==> src/rtl/cau_pkg.sv <==
// ----------------------------------------------------------------------------
// cau_pkg
// Shared constants, operation codes and status codes for the complex
// arithmetic unit.
// ----------------------------------------------------------------------------
package cau_pkg;

    localparam int DATA_WIDTH_DEF = 16;
    localparam int FRAC_BITS_DEF  = 8;

    typedef enum logic [1:0] {
        OP_ADD = 2'd0,
        OP_SUB = 2'd1,
        OP_MUL = 2'd2,
        OP_DIV = 2'd3
    } op_t;

    typedef enum logic [1:0] {
        ST_OK   = 2'd0,
        ST_SAT  = 2'd1,
        ST_DIV0 = 2'd2,
        ST_RSVD = 2'd3
    } status_t;

endpackage

==> src/rtl/cau_divider.sv <==
// ----------------------------------------------------------------------------
// cau_divider
// Pipelined restoring divider: magnitude quotient of num / den, one quotient
// bit per stage, with a payload of side data carried alongside.
// Every stage moves together under the enable and holds while it is low.
// ----------------------------------------------------------------------------
module cau_divider
    import cau_pkg::*;
#(
    parameter int NUM_W  = 40,
    parameter int DEN_W  = 33,
    parameter int QUO_W  = 18,
    parameter int SIDE_W = 8
) (
    input  logic              aclk,
    input  logic              en,
    input  logic [NUM_W-1:0]  in_num,
    input  logic [DEN_W-1:0]  in_den,
    input  logic [SIDE_W-1:0] in_side,
    output logic [QUO_W-1:0]  out_quo,
    output logic [SIDE_W-1:0] out_side
);

    // The numerator's bits above QUO_W seed the remainder; the low QUO_W bits
    // are shifted in one per stage. A quotient of 2**(QUO_W-1) or more
    // saturates to all ones.
    localparam int REM_W = DEN_W + 1;

    logic [REM_W-1:0]  rem_reg  [QUO_W+1];
    logic [NUM_W-1:0]  num_reg  [QUO_W+1];
    logic [DEN_W-1:0]  den_reg  [QUO_W+1];
    logic [QUO_W-1:0]  quo_reg  [QUO_W+1];
    logic [SIDE_W-1:0] side_reg [QUO_W+1];

    // Stage 0: load. Quotient bits from QUO_W-1 up are only tested for
    // overflow: if num >> (QUO_W-1) >= den, the quotient saturates to all ones.
    logic [NUM_W-1:0] num_hi;
    logic             ovf;
    assign num_hi = in_num >> (QUO_W - 1);
    assign ovf    = ({{DEN_W{1'b0}}, num_hi} >= {{NUM_W{1'b0}}, in_den});

    always_ff @(posedge aclk) begin
        if (en) begin
            rem_reg[0]  <= ovf ? '0 : REM_W'(in_num >> QUO_W);
            num_reg[0]  <= in_num;
            den_reg[0]  <= in_den;
            quo_reg[0]  <= ovf ? '1 : '0;
            side_reg[0] <= in_side;
        end
    end

    for (genvar s = 0; s < QUO_W; s++) begin : g_stage
        localparam int BIT = QUO_W - 1 - s;
        logic [REM_W-1:0] trial;
        logic [REM_W:0]   diff;
        assign trial = {rem_reg[s][REM_W-2:0], num_reg[s][BIT]};
        assign diff  = {1'b0, trial} - {2'b00, den_reg[s]};
        always_ff @(posedge aclk) begin
            if (en) begin
                num_reg[s+1]  <= num_reg[s];
                den_reg[s+1]  <= den_reg[s];
                side_reg[s+1] <= side_reg[s];
                if (s == 0 && quo_reg[s] == '1) begin
                    rem_reg[s+1] <= '0;
                    quo_reg[s+1] <= quo_reg[s];
                end else if (!diff[REM_W]) begin
                    rem_reg[s+1] <= diff[REM_W-1:0];
                    quo_reg[s+1] <= quo_reg[s] | (QUO_W'(1) << BIT);
                end else begin
                    rem_reg[s+1] <= trial;
                    quo_reg[s+1] <= quo_reg[s];
                end
            end
        end
    end

    assign out_quo  = quo_reg[QUO_W];
    assign out_side = side_reg[QUO_W];

endmodule

==> config.mk <==
export PLATFORM = sky130hd
export DESIGN_NAME = cau_divider
export DESIGN_NICKNAME = d
export VERILOG_FILES = /design/src/rtl/cau_pkg.sv /design/src/rtl/cau_divider.sv
export SDC_FILE = /design/constraint.sdc
export NUM_CORES = 2
export LEC_CHECK = 0
export BUFFER_PORTS_ARGS = -buffer_cell sky130_fd_sc_hd__buf_2
export CAP_MARGIN = 25
export CORE_MARGIN = 2
export CORE_UTILIZATION = 55
export DETAILED_ROUTE_END_ITERATION = 7
export PLACE_DENSITY = 0.68
export RECOVER_POWER = 25
export SLEW_MARGIN = 20
export SYNTH_ARGS = -nofsm -noshare
export SYNTH_HDL_FRONTEND = slang
export SYNTH_SLANG_ARGS = --single-unit
==> constraint.sdc <==
create_clock -name aclk -period 4.3 [get_ports aclk]
set_clock_uncertainty 0.2 [all_clocks]
set_input_delay 0.43 -clock aclk [delete_from_list [all_inputs] [get_ports aclk]]
set_output_delay 0.43 -clock aclk [all_outputs]
set_load 0.02 [all_outputs]
==> results.md <==
- Outcome: completed
- DPL Wire Length: between 100000 and 150000 um
- YS warnings: 0
- Sequential Area: between 50000 and 60000 um2
- Multi-input gate area: approximately 33000 um2
- Post-synthesis cell count: roughly 7.3k
- Fin Setup TNS: 0 ns
- Sequential area share after synthesis: between 50% and 60%
- Number of vias per cell: approximately 5.6
- Top_reg_cell synth: edfxtp_1
- Unrepaired setup endpoints after global routing: false
- Tmin final: between 4 and 5 ns
- Dpl ws: 0.157 ns
- R2R cell count: 13
- Die Ht: roughly 400 um
- Die ar.: 161000 um2
- Core region area: 157000 um2
- Grt ovf: 0
- Global-route wire length before repair: between 200000 and 300000 um
- H-Tree Depth: 4
- Async S/R FF share, synth: 0%
- Max reg flops: between 500 and 600
- Antenna diodes: 0
- Sequential Power Share: between 30% and 40%
- Fin crit share: just under 100%
- Clock power frac: a little under a quarter
- Largest net degree at the start of global routing: approximately 190
- Crit start category: register
- Clock transition at path regs: approximately 0.060 ns
- DRC: 0
- Fmax: approximately 0.24 GHz
- HP Class: in2reg
- DRT iter0 DRCs: ~2.9k
- CP Capture Type: register
- CTS Sinks: 1689
- Clk_lat worst skew: 0.82 ns
- Port Buffers: about 110
- Combinational Power Share: 38.8%
- Fin Hold WS: approximately 0.11 ns
- Worst flop-to-flop path startpoint: den_reg[7][0]$_DFFE_PP_
- Int Power: between 40 and 50 mW
- Num ports: between 100 and 150
- Fin util: between 60 and 70%
- Placed Area: about 90000 um2
- Slew Limit Fails: 0
- Finish-stage setup viols: 0
- Final cell count without fillers: around 9.9k
- Post-CTS Setup Bufs: 0
- CTS root buf: clkbuf_16
- Sw frac: 34.3%
- Relative slew slack: between 20% and 30%
- Total GRT Usage: between 20% and 30%
- GR Util met3: 3.18%
- CTS tree: built
- Switch Pwr: roughly 22 mW
- Total wire length: between 150000 and 200000 um
- Synth Area per Inst: about 12 um2
- Top Usage Layer GRT: met2
- Flop-to-flop setup slack: approximately 0.16 ns
- Mapped cell area: 86900 um2
- DR WL/cell: around 17 um
- Final ANT Viol Nets: 0
- M2 GR Usage: a little over two fifths
- Design Area, Final: 97800 um2
- Vias after detailed routing: ~55k
- FF-to-FF End: rem_reg[8][9]$_DFFE_PP_
- VDD IR max: roughly 470 uV
- Area Overhead vs Synth: 12.5%
- Gpl congestion: 0.966
- CP Max Fanout: 33
- Initial antenna violation count: 0
- Drt pass-1 iters: 7
- Die Width: about 400 um
- WP data arrival: between 4 and 5 ns
- Final worst slack: 0.158 ns
- Worst Tran Pin Value: around 1.1 ns
- Placed Instances: about 9.5k
- Max clock buf depth: 3
- Worst setup path end: rem_reg[8][9]$_DFFE_PP_
- Vias in the first global route: roughly 57k
- Post-synth EDFFs: roughly 1.7k
- Starting Density: 55.5%
- Distinct cells, synth: 90
- Final Hold Violating Endpoints: 0
- Total CTS buffers: 182
- Design Power: around 66 mW
- Synth Register Bits: roughly 1.7k
- Fillcell total: 12.0k
- Critical Path RT: approximately 4.7 ns
- Layout cells sized above 1: approximately 8.2%
- # nets final: about 8.4k
- Critical Path Source: den_reg[7][0]$_DFFE_PP_
- GR Util met1: about 20%
- Crit path kind: reg2reg
- Leakage: about 40 nW
- Power Dens Cells: 671 nW/um2
- Row cnt: approximately 150
- Max cap viols: 0
layer usage:
metal  vias to the layer above  share of wire (%)
li1                      27544                  -
met1                     26190                 35
met2                      1066                 55
met3                       539                3.0
met4                         0                7.0
met5                         -                  0
power by group through the flow:
| stage | clock network (mW) | registers [mW] | logic (mW) |
|---|---|---|---|
| 2_1_floorplan | 0 | 24.2 | 19.0 |
| 3_3_place_gp | 0 | 25.0 | 24.5 |
| 3_5_place_dp | 0 | 25.0 | 25.1 |
| 4_1_cts | 15.8 | 24.7 | 25.3 |
| 5_1_grt | 16.5 | 25.0 | 28.3 |
| 6_report | 15.4 | 24.7 | 25.5 |
final cells by class:
class	instances	share of cell area, %
Inverter	732	2.81
Multi-Input combinational cell	4721	33.6
Sequential cell	1689	51.9
Tap cell	2058	2.63
Clock inverter	120	1.31
Clock buffer	213	4.80
Timing Repair Buffer	355	3.00
cells in the mapped netlist, types with 71 or more instances:
| library cell | number | share of area (%) |
|---|---|---|
| and3_1 | 71 | 0.51 |
| nand3_1 | 79 | 0.45 |
| nor2_1 | 405 | 1.7 |
| clkbuf_1 | 85 | 0.37 |
| o21a_1 | 71 | 0.61 |
| inv_1 | 732 | 3.2 |
| xor2_1 | 219 | 2.2 |
| xnor2_1 | 236 | 2.4 |
| a21o_1 | 288 | 2.5 |
| nand2b_1 | 113 | 0.81 |
| edfxtp_1 | 1689 | 58 |
| nand2_1 | 569 | 2.5 |
| nor2b_1 | 103 | 0.74 |
| o21ai_0 | 455 | 2.6 |
| a21oi_1 | 612 | 3.5 |
| ha_1 | 606 | 8.7 |
placed cells by master, fill, tap and decap left out, types with 19 or more instances in the layout:
| cell type | instances |
|---|---|
| and2_1 | 30 |
| nand4_1 | 50 |
| xor2_1 | 219 |
| a31oi_1 | 52 |
| buf_2 | 75 |
| xnor2_1 | 236 |
| nand2_1 | 569 |
| clkbuf_16 | 183 |
| bufinv_16 | 19 |
| clkbuf_1 | 61 |
| or2_2 | 20 |
| mux2i_1 | 28 |
| mux2_1 | 19 |
| o31ai_1 | 49 |
| o21ai_0 | 455 |
| a21oi_1 | 610 |
| nor3_1 | 45 |
| o21a_1 | 71 |
| buf_12 | 29 |
| ha_1 | 606 |
| edfxtp_1 | 1689 |
| nor2b_1 | 103 |
| nand3_1 | 79 |
| o21ai_1 | 48 |
| inv_1 | 732 |
| a211oi_1 | 52 |
| mux2_2 | 62 |
| nor2_1 | 405 |
| a21o_1 | 288 |
| o211ai_1 | 37 |
| clkinv_2 | 39 |
| and3_1 | 71 |
| buf_4 | 136 |
| or3_1 | 28 |
| dlygate4sd3_1 | 82 |
| clkinv_1 | 40 |
| nand2b_1 | 113 |
| o21bai_1 | 52 |
how the worst min path moves through the flow:
stage / endpoint / slack (ns) / startpoint / depth (start not counted)
finish: num_reg[0][13]$_DFFE_PP_ / 0.11 / in_num[13] / 2
global route: num_reg[0][13]$_DFFE_PP_ / 0.06 / in_num[13] / 2
CTS: num_reg[0][11]$_DFFE_PP_ / 0.04 / in_num[11] / 2
detailed placement: num_reg[11][3]$_DFFE_PP_ / 0.20 / num_reg[10][3]$_DFFE_PP_ / 0
global placement: num_reg[4][1]$_DFFE_PP_ / 0.20 / num_reg[3][1]$_DFFE_PP_ / 0
floorplan: num_reg[10][0]$_DFFE_PP_ / 0.20 / num_reg[9][0]$_DFFE_PP_ / 0
critical path, cell delays in order, from the launching register on:
cell      delay, ns
edfxtp_1       0.40
ha_1           0.23
fa_1           0.41
nor2b_1        0.13
o21ai_1        0.08
a21oi_1        0.26
a41oi_1        0.24
a21oi_1        0.31
a41oi_1        0.37
o21ai_2        0.32
a21oi_1        0.12
a21oi_2        0.18
buf_12         0.22
mux2_2         0.36
what timing repair did:
item,in CTS,in global routing
gates resized for setup,0,1
setup endpoints to repair,0,28
hold endpoints to repair,120,0
hold buffers,82,0
cell families (layout without fill, tap and decap cells):
| group | count (synthesis) | count (layout) | synth area share [%] |
|---|---|---|---|
| AO/OA/AOI/OAI | 1964 | 1964 | 14.2 |
| XOR/XNOR | 455 | 455 | 4.58 |
| adder cells (fa/ha/maj) | 623 | 623 | 9.11 |
| buffers and inverters | 889 | 1420 | 4.00 |
| flip-flops | 1689 | 1689 | 58.3 |
| multiplexers | 109 | 109 | 1.37 |
| other | 1 | 5 | 0.00431 |
| AND/OR/NAND/NOR | 1565 | 1565 | 8.40 |
Power figures use the tool's default switching activity.
